### config.mk
export PLATFORM = sky130hd
export DESIGN_NAME = mesh_flood_relay_filter_top
export DESIGN_NICKNAME = d
export VERILOG_FILES = /design/src/design/mfrf_pkg.sv /design/src/design/mfrf_queue.sv /design/src/design/mfrf_front.sv /design/src/design/mfrf_back.sv /design/src/design/mesh_flood_relay_filter_top.sv
export SDC_FILE = /design/constraint.sdc
export NUM_CORES = 1
export LEC_CHECK = 0
export ABC_CLOCK_PERIOD_IN_PS = 3200
export BUFFER_PORTS_ARGS = -buffer_cell sky130_fd_sc_hd__buf_2
export CAP_MARGIN = 20
export CORE_MARGIN = 2
export CORE_UTILIZATION = 50
export DETAILED_ROUTE_END_ITERATION = 12
export PLACE_DENSITY = 0.74
export SLEW_MARGIN = 0
export SYNTH_ARGS = -nofsm -noshare
export SYNTH_HDL_FRONTEND = slang
export SYNTH_HIERARCHICAL = 1
export SYNTH_SLANG_ARGS = --single-unit
### constraint.sdc
create_clock -name clk_i -period 3.2 [get_ports clk_i]
set_clock_uncertainty 0.05 [all_clocks]
set_input_delay 0.32 -clock clk_i [delete_from_list [all_inputs] [get_ports clk_i]]
set_output_delay 0.32 -clock clk_i [all_outputs]
set_load 0.01 [all_outputs]
### src/design/mfrf_pkg.sv
// Shared types, constants and the loop table for the mesh flood relay filter.
`default_nettype none

package mfrf_pkg;

  // Item kinds on the input side
  typedef enum logic [0:0] {
    OP_HEADER = 1'b0,
    OP_ENTRY  = 1'b1
  } op_e;

  // Verdict reason codes
  typedef enum logic [2:0] {
    REASON_ALLOW    = 3'd0,
    REASON_HOP      = 3'd1,
    REASON_UNSCOPED = 3'd2,
    REASON_ADVERT   = 3'd3,
    REASON_LOOP     = 3'd4
  } reason_e;

  // Configuration register indexes
  typedef enum logic [2:0] {
    CFG_FLOOD_LIMIT    = 3'd0,
    CFG_UNSCOPED_LIMIT = 3'd1,
    CFG_ADVERT_LIMIT   = 3'd2,
    CFG_LOOP_MODE      = 3'd3,
    CFG_SELF_PREFIX    = 3'd4
  } cfg_idx_e;

  // Loop detection modes
  typedef enum logic [1:0] {
    LOOP_OFF    = 2'd0,
    LOOP_LIGHT  = 2'd1,
    LOOP_NORMAL = 2'd2,
    LOOP_TIGHT  = 2'd3
  } loop_mode_e;

  localparam logic [5:0] MaxHops        = 6'd63;
  localparam logic [3:0] AdvertType     = 4'd4;
  localparam logic [1:0] FloodRouteCode = 2'd1;
  localparam logic [5:0] MatchMax       = 6'd63;
  localparam int unsigned QueueDepth    = 2;

  // Configuration registers as seen by the datapath
  typedef struct packed {
    logic [6:0]  flood_limit;
    logic [6:0]  unscoped_limit;
    logic [6:0]  advert_limit;
    loop_mode_e  loop_mode;
    logic [23:0] self_prefix;
  } cfg_t;

  // Classified item passed from the front to the back
  typedef struct packed {
    logic       start;    // header: restart the match count
    logic       emit;     // last item of the packet: give a verdict
    logic       match;    // entry equals own prefix and the loop check is on
    logic       loop_on;  // loop check made for this packet
    reason_e    reason;   // limit verdict taken at the header
    logic [2:0] loop_max; // table maximum for this packet
  } mid_item_t;

  // One verdict
  typedef struct packed {
    logic       allow;
    reason_e    reason;
    logic [5:0] hit_count;
  } result_t;

  // Table maximum for a loop mode and hash size; mode off selects the normal table
  function automatic logic [2:0] loop_max(loop_mode_e mode, logic [1:0] hsize);
    logic [2:0] val;
    case (mode)
      LOOP_LIGHT: begin
        case (hsize)
          2'd1:    val = 3'd4;
          2'd2:    val = 3'd2;
          2'd3:    val = 3'd1;
          default: val = 3'd0;
        endcase
      end
      LOOP_TIGHT: begin
        case (hsize)
          2'd1:    val = 3'd1;
          2'd2:    val = 3'd1;
          2'd3:    val = 3'd1;
          default: val = 3'd0;
        endcase
      end
      default: begin
        case (hsize)
          2'd1:    val = 3'd2;
          2'd2:    val = 3'd1;
          2'd3:    val = 3'd1;
          default: val = 3'd0;
        endcase
      end
    endcase
    return val;
  endfunction

  // Byte mask over the low hash-size bytes of a path hash
  function automatic logic [23:0] hash_mask(logic [1:0] hsize);
    logic [23:0] val;
    case (hsize)
      2'd1:    val = 24'h0000FF;
      2'd2:    val = 24'h00FFFF;
      2'd3:    val = 24'hFFFFFF;
      default: val = 24'h000000;
    endcase
    return val;
  endfunction

endpackage

`default_nettype wire

### src/design/mfrf_queue.sv
// Small first-in first-out queue used between the stages and at the output.
`default_nettype none

module mfrf_queue #(
  parameter int unsigned Width = 8
) (
  input  wire logic             clk_i,
  input  wire logic             rst_ni,
  input  wire logic             push_i,
  input  wire logic [Width-1:0] data_i,
  output      logic             full_o,
  input  wire logic             pop_i,
  output      logic [Width-1:0] data_o,
  output      logic             empty_o
);

  localparam int unsigned Depth = mfrf_pkg::QueueDepth;
  localparam int unsigned PtrW  = (Depth > 1) ? $clog2(Depth) : 1;
  localparam int unsigned CntW  = $clog2(Depth + 1);

  logic [Width-1:0] mem_q [Depth];
  logic [PtrW-1:0]  wr_ptr_q, wr_ptr_d;
  logic [PtrW-1:0]  rd_ptr_q, rd_ptr_d;
  logic [CntW-1:0]  count_q, count_d;
  logic             do_push, do_pop;

  assign full_o  = (count_q == CntW'(Depth));
  assign empty_o = (count_q == '0);
  assign do_push = push_i && !full_o;
  assign do_pop  = pop_i && !empty_o;
  assign data_o  = mem_q[rd_ptr_q];

  // Advance pointers and occupancy
  always_comb begin
    wr_ptr_d = wr_ptr_q;
    rd_ptr_d = rd_ptr_q;
    count_d  = count_q;
    if (do_push) begin
      wr_ptr_d = (wr_ptr_q == PtrW'(Depth - 1)) ? '0 : wr_ptr_q + 1'b1;
    end
    if (do_pop) begin
      rd_ptr_d = (rd_ptr_q == PtrW'(Depth - 1)) ? '0 : rd_ptr_q + 1'b1;
    end
    if (do_push && !do_pop) begin
      count_d = count_q + 1'b1;
    end else if (do_pop && !do_push) begin
      count_d = count_q - 1'b1;
    end
  end

  always_ff @(posedge clk_i or negedge rst_ni) begin
    if (!rst_ni) begin
      wr_ptr_q <= '0;
      rd_ptr_q <= '0;
      count_q  <= '0;
    end else begin
      wr_ptr_q <= wr_ptr_d;
      rd_ptr_q <= rd_ptr_d;
      count_q  <= count_d;
    end
  end

  // Store the item
  always_ff @(posedge clk_i) begin
    if (do_push) begin
      mem_q[wr_ptr_q] <= data_i;
    end
  end

endmodule

`default_nettype wire

### src/design/mfrf_front.sv
// Front stage: accepts items, applies the hop limits and classifies path entries.
`default_nettype none

module mfrf_front (
  input  wire logic                clk_i,
  input  wire logic                rst_ni,
  input  wire mfrf_pkg::cfg_t      cfg_i,
  input  wire logic                accept_i,
  input  wire logic                op_i,
  input  wire logic [1:0]          route_type_i,
  input  wire logic [3:0]          payload_type_i,
  input  wire logic [5:0]          hop_count_i,
  input  wire logic [2:0]          hash_size_i,
  input  wire logic [23:0]         path_entry_i,
  output      logic                mid_push_o,
  output      mfrf_pkg::mid_item_t mid_item_o
);

  logic [5:0]       entries_left_q, entries_left_d;
  logic [1:0]       hash_size_q, hash_size_d;
  logic             loop_on_q, loop_on_d;
  mfrf_pkg::reason_e reason_q, reason_d;

  logic [5:0]        hops;
  logic              flood;
  mfrf_pkg::reason_e hdr_reason;
  logic              hdr_loop_on;
  logic [23:0]       mask;
  logic              entry_eq;

  // Saturate the hop count and classify the header
  always_comb begin
    hops  = (hop_count_i > mfrf_pkg::MaxHops) ? mfrf_pkg::MaxHops : hop_count_i;
    flood = (route_type_i < 2'd2);
    hdr_reason = mfrf_pkg::REASON_ALLOW;
    if (flood) begin
      if ({1'b0, hops} >= cfg_i.flood_limit) begin
        hdr_reason = mfrf_pkg::REASON_HOP;
      end else if (route_type_i == mfrf_pkg::FloodRouteCode
                   && {1'b0, hops} >= cfg_i.unscoped_limit) begin
        hdr_reason = mfrf_pkg::REASON_UNSCOPED;
      end else if (payload_type_i == mfrf_pkg::AdvertType
                   && {1'b0, hops} >= cfg_i.advert_limit) begin
        hdr_reason = mfrf_pkg::REASON_ADVERT;
      end
    end
    hdr_loop_on = flood && (hdr_reason == mfrf_pkg::REASON_ALLOW)
                  && (cfg_i.loop_mode != mfrf_pkg::LOOP_OFF)
                  && (hash_size_i < 3'd4);
  end

  // Compare a path entry with the own prefix over the held hash size
  assign mask     = mfrf_pkg::hash_mask(hash_size_q);
  assign entry_eq = ((path_entry_i & mask) == (cfg_i.self_prefix & mask));

  // Track the packet and build the item for the back stage
  always_comb begin
    entries_left_d = entries_left_q;
    hash_size_d    = hash_size_q;
    loop_on_d      = loop_on_q;
    reason_d       = reason_q;
    mid_push_o     = 1'b0;
    mid_item_o     = '0;
    if (accept_i) begin
      if (op_i == mfrf_pkg::OP_HEADER) begin
        entries_left_d      = hops;
        hash_size_d         = hash_size_i[1:0];
        loop_on_d           = hdr_loop_on;
        reason_d            = hdr_reason;
        mid_push_o          = 1'b1;
        mid_item_o.start    = 1'b1;
        mid_item_o.emit     = (hops == '0);
        mid_item_o.match    = 1'b0;
        mid_item_o.loop_on  = hdr_loop_on;
        mid_item_o.reason   = hdr_reason;
        mid_item_o.loop_max = mfrf_pkg::loop_max(cfg_i.loop_mode, hash_size_i[1:0]);
      end else if (entries_left_q != '0) begin
        // Drop stray entries; count down the expected ones
        entries_left_d      = entries_left_q - 1'b1;
        mid_push_o          = 1'b1;
        mid_item_o.start    = 1'b0;
        mid_item_o.emit     = (entries_left_q == 6'd1);
        mid_item_o.match    = loop_on_q && entry_eq;
        mid_item_o.loop_on  = loop_on_q;
        mid_item_o.reason   = reason_q;
        mid_item_o.loop_max = mfrf_pkg::loop_max(cfg_i.loop_mode, hash_size_q);
      end
    end
  end

  always_ff @(posedge clk_i or negedge rst_ni) begin
    if (!rst_ni) begin
      entries_left_q <= '0;
      hash_size_q    <= 2'd1;
      loop_on_q      <= 1'b0;
      reason_q       <= mfrf_pkg::REASON_ALLOW;
    end else begin
      entries_left_q <= entries_left_d;
      hash_size_q    <= hash_size_d;
      loop_on_q      <= loop_on_d;
      reason_q       <= reason_d;
    end
  end

endmodule

`default_nettype wire

### src/design/mfrf_back.sv
// Back stage: counts own-prefix matches and forms the verdict of each packet.
`default_nettype none

module mfrf_back (
  input  wire logic                clk_i,
  input  wire logic                rst_ni,
  input  wire logic                mid_empty_i,
  input  wire mfrf_pkg::mid_item_t mid_item_i,
  output      logic                mid_pop_o,
  input  wire logic                res_full_i,
  output      logic                res_push_o,
  output      mfrf_pkg::result_t   res_o
);

  logic [5:0] count_q, count_d;
  logic [5:0] base;

  // Take an item when its verdict, if any, has room
  assign mid_pop_o  = !mid_empty_i && (!mid_item_i.emit || !res_full_i);
  assign res_push_o = mid_pop_o && mid_item_i.emit;

  // Update the match count, saturating
  always_comb begin
    base    = mid_item_i.start ? 6'd0 : count_q;
    count_d = base;
    if (mid_item_i.match && base < mfrf_pkg::MatchMax) begin
      count_d = base + 1'b1;
    end
  end

  // Form the verdict
  always_comb begin
    res_o.reason    = mid_item_i.reason;
    res_o.hit_count = mid_item_i.loop_on ? count_d : 6'd0;
    if (mid_item_i.reason == mfrf_pkg::REASON_ALLOW && mid_item_i.loop_on
        && count_d >= {3'd0, mid_item_i.loop_max}) begin
      res_o.reason = mfrf_pkg::REASON_LOOP;
    end
    res_o.allow = (res_o.reason == mfrf_pkg::REASON_ALLOW);
  end

  always_ff @(posedge clk_i or negedge rst_ni) begin
    if (!rst_ni) begin
      count_q <= '0;
    end else if (mid_pop_o) begin
      count_q <= count_d;
    end
  end

endmodule

`default_nettype wire

### src/design/mesh_flood_relay_filter_top.sv
// Top level of the mesh flood relay filter: configuration, stages and queues.
// Throughput: one item per cycle, on the input and the result side alike, as long
// as the result queue does not fill up. A verdict passes the front stage into a
// two-entry queue and the back stage into a two-entry result queue, whose head
// drives the result ports. Reset empties both queues, clears the packet
// state and loads the registers with their reset values; no clearing pass.
`default_nettype none

module mesh_flood_relay_filter_top (
  input  wire logic        clk_i,
  input  wire logic        rst_ni,
  input  wire logic        cfg_we_i,
  input  wire logic [2:0]  cfg_idx_i,
  input  wire logic [23:0] cfg_data_i,
  input  wire logic        push,
  output      logic        full,
  input  wire logic        op_i,
  input  wire logic [1:0]  route_type_i,
  input  wire logic [3:0]  payload_type_i,
  input  wire logic [5:0]  hop_count_i,
  input  wire logic [2:0]  hash_size_i,
  input  wire logic [23:0] path_entry_i,
  output      logic        empty,
  input  wire logic        pop,
  output      logic        allow_o,
  output      logic [2:0]  reason_o,
  output      logic [5:0]  self_matches_o
);

  mfrf_pkg::cfg_t      cfg_q, cfg_d;
  logic                accept;
  logic                mid_push, mid_full, mid_pop, mid_empty;
  mfrf_pkg::mid_item_t mid_in, mid_out;
  logic                res_push, res_full;
  mfrf_pkg::result_t   res_in, res_out;

  // Write the configuration registers
  always_comb begin
    cfg_d = cfg_q;
    if (cfg_we_i) begin
      case (cfg_idx_i)
        mfrf_pkg::CFG_FLOOD_LIMIT:    cfg_d.flood_limit    = cfg_data_i[6:0];
        mfrf_pkg::CFG_UNSCOPED_LIMIT: cfg_d.unscoped_limit = cfg_data_i[6:0];
        mfrf_pkg::CFG_ADVERT_LIMIT:   cfg_d.advert_limit   = cfg_data_i[6:0];
        mfrf_pkg::CFG_LOOP_MODE:      cfg_d.loop_mode = mfrf_pkg::loop_mode_e'(cfg_data_i[1:0]);
        mfrf_pkg::CFG_SELF_PREFIX:    cfg_d.self_prefix    = cfg_data_i;
        default:                      cfg_d = cfg_q;
      endcase
    end
  end

  always_ff @(posedge clk_i or negedge rst_ni) begin
    if (!rst_ni) begin
      cfg_q.flood_limit    <= 7'd64;
      cfg_q.unscoped_limit <= 7'd64;
      cfg_q.advert_limit   <= 7'd64;
      cfg_q.loop_mode      <= mfrf_pkg::LOOP_NORMAL;
      cfg_q.self_prefix    <= '0;
    end else begin
      cfg_q <= cfg_d;
    end
  end

  // Accept an item while the middle queue has room
  assign full   = mid_full;
  assign accept = push && !mid_full;

  mfrf_front u_front (
    .clk_i          (clk_i),
    .rst_ni         (rst_ni),
    .cfg_i          (cfg_q),
    .accept_i       (accept),
    .op_i           (op_i),
    .route_type_i   (route_type_i),
    .payload_type_i (payload_type_i),
    .hop_count_i    (hop_count_i),
    .hash_size_i    (hash_size_i),
    .path_entry_i   (path_entry_i),
    .mid_push_o     (mid_push),
    .mid_item_o     (mid_in)
  );

  mfrf_queue #(
    .Width ($bits(mfrf_pkg::mid_item_t))
  ) u_mid_queue (
    .clk_i   (clk_i),
    .rst_ni  (rst_ni),
    .push_i  (mid_push),
    .data_i  (mid_in),
    .full_o  (mid_full),
    .pop_i   (mid_pop),
    .data_o  (mid_out),
    .empty_o (mid_empty)
  );

  mfrf_back u_back (
    .clk_i       (clk_i),
    .rst_ni      (rst_ni),
    .mid_empty_i (mid_empty),
    .mid_item_i  (mid_out),
    .mid_pop_o   (mid_pop),
    .res_full_i  (res_full),
    .res_push_o  (res_push),
    .res_o       (res_in)
  );

  mfrf_queue #(
    .Width ($bits(mfrf_pkg::result_t))
  ) u_res_queue (
    .clk_i   (clk_i),
    .rst_ni  (rst_ni),
    .push_i  (res_push),
    .data_i  (res_in),
    .full_o  (res_full),
    .pop_i   (pop),
    .data_o  (res_out),
    .empty_o (empty)
  );

  // Present the oldest verdict
  assign allow_o        = res_out.allow;
  assign reason_o       = res_out.reason;
  assign self_matches_o = res_out.hit_count;

endmodule

`default_nettype wire
==> qor.csv <==
metric;value;unit
WP buf/inv;1;
worst rel slew slack;0.615;
warnings from Yosys;6;
Vias;3922;
crit path DAT;3.13;ns
multi-input logic area;2790;um2
CP delay by family, top;compound AO/OA/AOI/OAI gates;
chip height;113;um
endpoint class of the critical path;register;
setup ws final;0.123;ns
DR iter-0 viols;237;
crit-path max FO;4;
FMAX;0.325;GHz
syn avg cell area;12.4;um2
Power, Total;5.30;mW
leakage;3.06;nW
R2R setup slack;0.12;ns
post-route ant nets;0;
Final setup violation count;0;
Overall Global Routing Usage;0.188;
layout cells sized above 1;0.318;
drt total wl;11300;um
antenna violations before repair;0;
clock sinks;112;
largest net degree at the start of global routing;30;
wire length per cell;15.7;um
Net Switching;1.74;mW
Worst Hold End;cfg_q[17]$_DFFE_PN0P_;
pwr/cell area;765;nW/um2
Worst Setup Start Kind;register;
required time worst endpoint;3.25;ns
Final Wtd Congestion;0.880;
maxcap violations;0;
max-slew violations;0;
final core area utilization;0.598;
status;finished, final reports clean;
share of flip-flops with an asynchronous set or reset;0.643;
Seq/Total Area, Yosys;0.503;
via/cell ratio;5.42;
post-synth cell types;66;
clock latency on the worst-skew pair;0.35;ns
starting density of the core;0.517;
synthesized area;5980;um2
setup TNS;0;ns
crit path kind;reg -> reg;
worst r2r dst;u_res_queue/mem_q[0][8]$_DFFE_PP_;
Die Wd;113;um
Clk pwr share;0.223;
vias in the first global route;3971;
Max clock buf depth;2;
most frequent cells in the layout;83 x buf_2, 67 x dfrtp_1, 40 x edfxtp_1, 32 x inv_1, 29 x nand2_1;
commonest register cell after synthesis;dfrtp_1;
DP Wirelength;8490;um
FF/Latch Area;3010;um2
core area;11600;um2
Num CTS Buffers;9;
Critical-path top delay cell;mux2_2;
switching share of power;0.328;
I/O pin total;84;
# DRC;0;
CP Cell Sequence;mux2_2 -> nor2b_4 -> ha_4 -> nand4b_4 -> o21ai_4 -> mux2i_2 -> inv_1 -> ha_1 -> o21a_1 -> a31oi_1 -> a21oi_2 -> a31o_2;
sequential group share of total power;0.428;
first-pass GRT wire length;19100;um
Syn Inst Count;483;
Worst-Margin Slew;0.572;ns
Port-buffer cells;83;
pre-CTS WS;0.130;ns
Detailed Routing Iterations Pass 1;5;
Fin. Hold Viols;0;
CP max stage delay;0.40;ns
internal power;3.56;mW
Std-Cell Rows;39;
r2r worst-path depth;12;
#FFs+latches synth;112;
RSZ-0062 raised after global routing;false;
Max VDD drop;418;uV
Hold WC Path Type;in -> reg;
CTS tree;yes;
Final min period;3.08;ns
NumNets Final;673;
Post-synth EDFFs;40;
Synth Net Count;580;
commonest non-fill, non-tap cell in the layout;buf_2;
Clock transition at path regs;0.07;ns
Root Driver;clkbuf_16;
Area Overhead vs Synth;15.7;%
fillcell total;937;
Comb pwr share;0.349;
# diodes;0;
HP Start;cfg_data_i[17];
GRT overflow;0;
DIE AREA;12900;um2
Reg2Reg Launch Point;u_mid_queue/rd_ptr_q$_DFFE_PN0P_;
Hold Path Cell Cnt;2;
H-tree depth;3;
fin crit share;0.961;
## logic make-up after synthesis
group	after synthesis	share of synthesized area
DFF	112	0.503
and+or+nand+nor	116	0.117
other	1	0.000627
buffers and inverters	45	0.0374
AOI/OAI and AO/OA	76	0.0891
adders and majority gates	25	0.0523
muxes	70	0.144
xor gates and xnor gates	38	0.0569
## cell usage after synthesis, types with 5 or more instances
cell type / n / share of area
o21ai_0: 18 / 0.015
nor2_1: 18 / 0.011
mux2_1: 20 / 0.038
dfstp_2: 5 / 0.022
ha_1: 25 / 0.052
a21o_1: 6 / 0.0075
dfrtp_1: 67 / 0.28
nand2b_1: 9 / 0.0094
a21oi_1: 17 / 0.014
xnor2_1: 25 / 0.037
edfxtp_1: 40 / 0.20
nand4_1: 7 / 0.0073
nand3_1: 7 / 0.0059
xor2_1: 12 / 0.018
nor3b_1: 7 / 0.0088
inv_1: 32 / 0.020
mux2_2: 27 / 0.051
nand2_1: 29 / 0.018
nor2b_1: 7 / 0.0073
mux2_4: 20 / 0.050
## repair_timing
item                       CTS  global route
hold buffers                 1             0
hold endpoints to repair    18             0
resized for setup            0             2
setup buffers                0             2
setup endpoints to repair    0             4
## routing by layer
metal | routed length, um | share of wire | up-vias | GRT usage
li1 | - | - | 1914 | -
met1 | 5080 | 0.45 | 1902 | 0.236
met4 | 239 | 0.021 | 0 | 0.0675
met3 | 471 | 0.042 | 20 | 0.0452
met5 | 0 | 0 | - | 0
met2 | 5540 | 0.49 | 86 | 0.320
## power groups by stage
stage / clock network (mW) / registers, mW / logic, mW
after global routing: 1.27 / 2.32 / 2.04
after global placement: 0 / 2.27 / 1.74
after detailed placement: 0 / 2.30 / 1.80
after floorplan: 0 / 2.20 / 1.40
after CTS: 1.22 / 2.27 / 1.82
final: 1.18 / 2.27 / 1.85
## area by class of cell
cell class / count / share of cell area
Clock inverter: 6 / 0.0121
Tap cell: 143 / 0.0259
Timing Repair Buffer: 95 / 0.0734
Inverter: 32 / 0.0174
Clock buffer: 10 / 0.0331
Multi-Input combinational cell: 326 / 0.403
Sequential cell: 112 / 0.435
## sequential cells by signal (all words and copies together), names as in the netlist
register / cells
u_mid_queue/mem_q: 20
u_mid_queue/wr_ptr_q: 1
u_front/hash_size_q: 2
u_front/reason_q: 2
u_mid_queue/count_q: 2
u_back/count_q: 6
u_front/loop_on_q: 1
u_front/entries_left_q: 6
u_mid_queue/rd_ptr_q: 1
u_res_queue/count_q: 2
u_res_queue/mem_q: 20
cfg_q: 47
u_res_queue/wr_ptr_q: 1
u_res_queue/rd_ptr_q: 1
## worst max path at each step
stage / slack (ns) / cells past startpoint / endpoint / startpoint
3_3_place_gp: 0.23 / 12 / u_res_queue/mem_q[1][8]$_DFFE_PP_ / u_mid_queue/rd_ptr_q$_DFFE_PN0P_
5_1_grt: 0.0004 / 12 / u_res_queue/mem_q[0][8]$_DFFE_PP_ / u_mid_queue/rd_ptr_q$_DFFE_PN0P_
3_5_place_dp: 0.13 / 12 / u_res_queue/mem_q[0][8]$_DFFE_PP_ / u_mid_queue/rd_ptr_q$_DFFE_PN0P_
2_1_floorplan: 0.04 / 14 / u_res_queue/mem_q[0][8]$_DFFE_PP_ / u_mid_queue/rd_ptr_q$_DFFE_PN0P_
4_1_cts: 0.10 / 12 / u_res_queue/mem_q[0][8]$_DFFE_PP_ / u_mid_queue/rd_ptr_q$_DFFE_PN0P_
6_report: 0.12 / 12 / u_res_queue/mem_q[0][8]$_DFFE_PP_ / u_mid_queue/rd_ptr_q$_DFFE_PN0P_
## per-stage QoR
step | cell area [um2] | std cells | hold slack (ns)
after floorplan | 6020 | 483 | -0.0256
after global placement | 6570 | 705 | 0.249
after detailed placement | 6570 | 705 | 0.253
after CTS | 6890 | 722 | 0.131
after global routing | 6920 | 724 | 0.136
final | 6920 | 724 | 0.146
No activity file was read; power rests on OpenSTA's default activity.
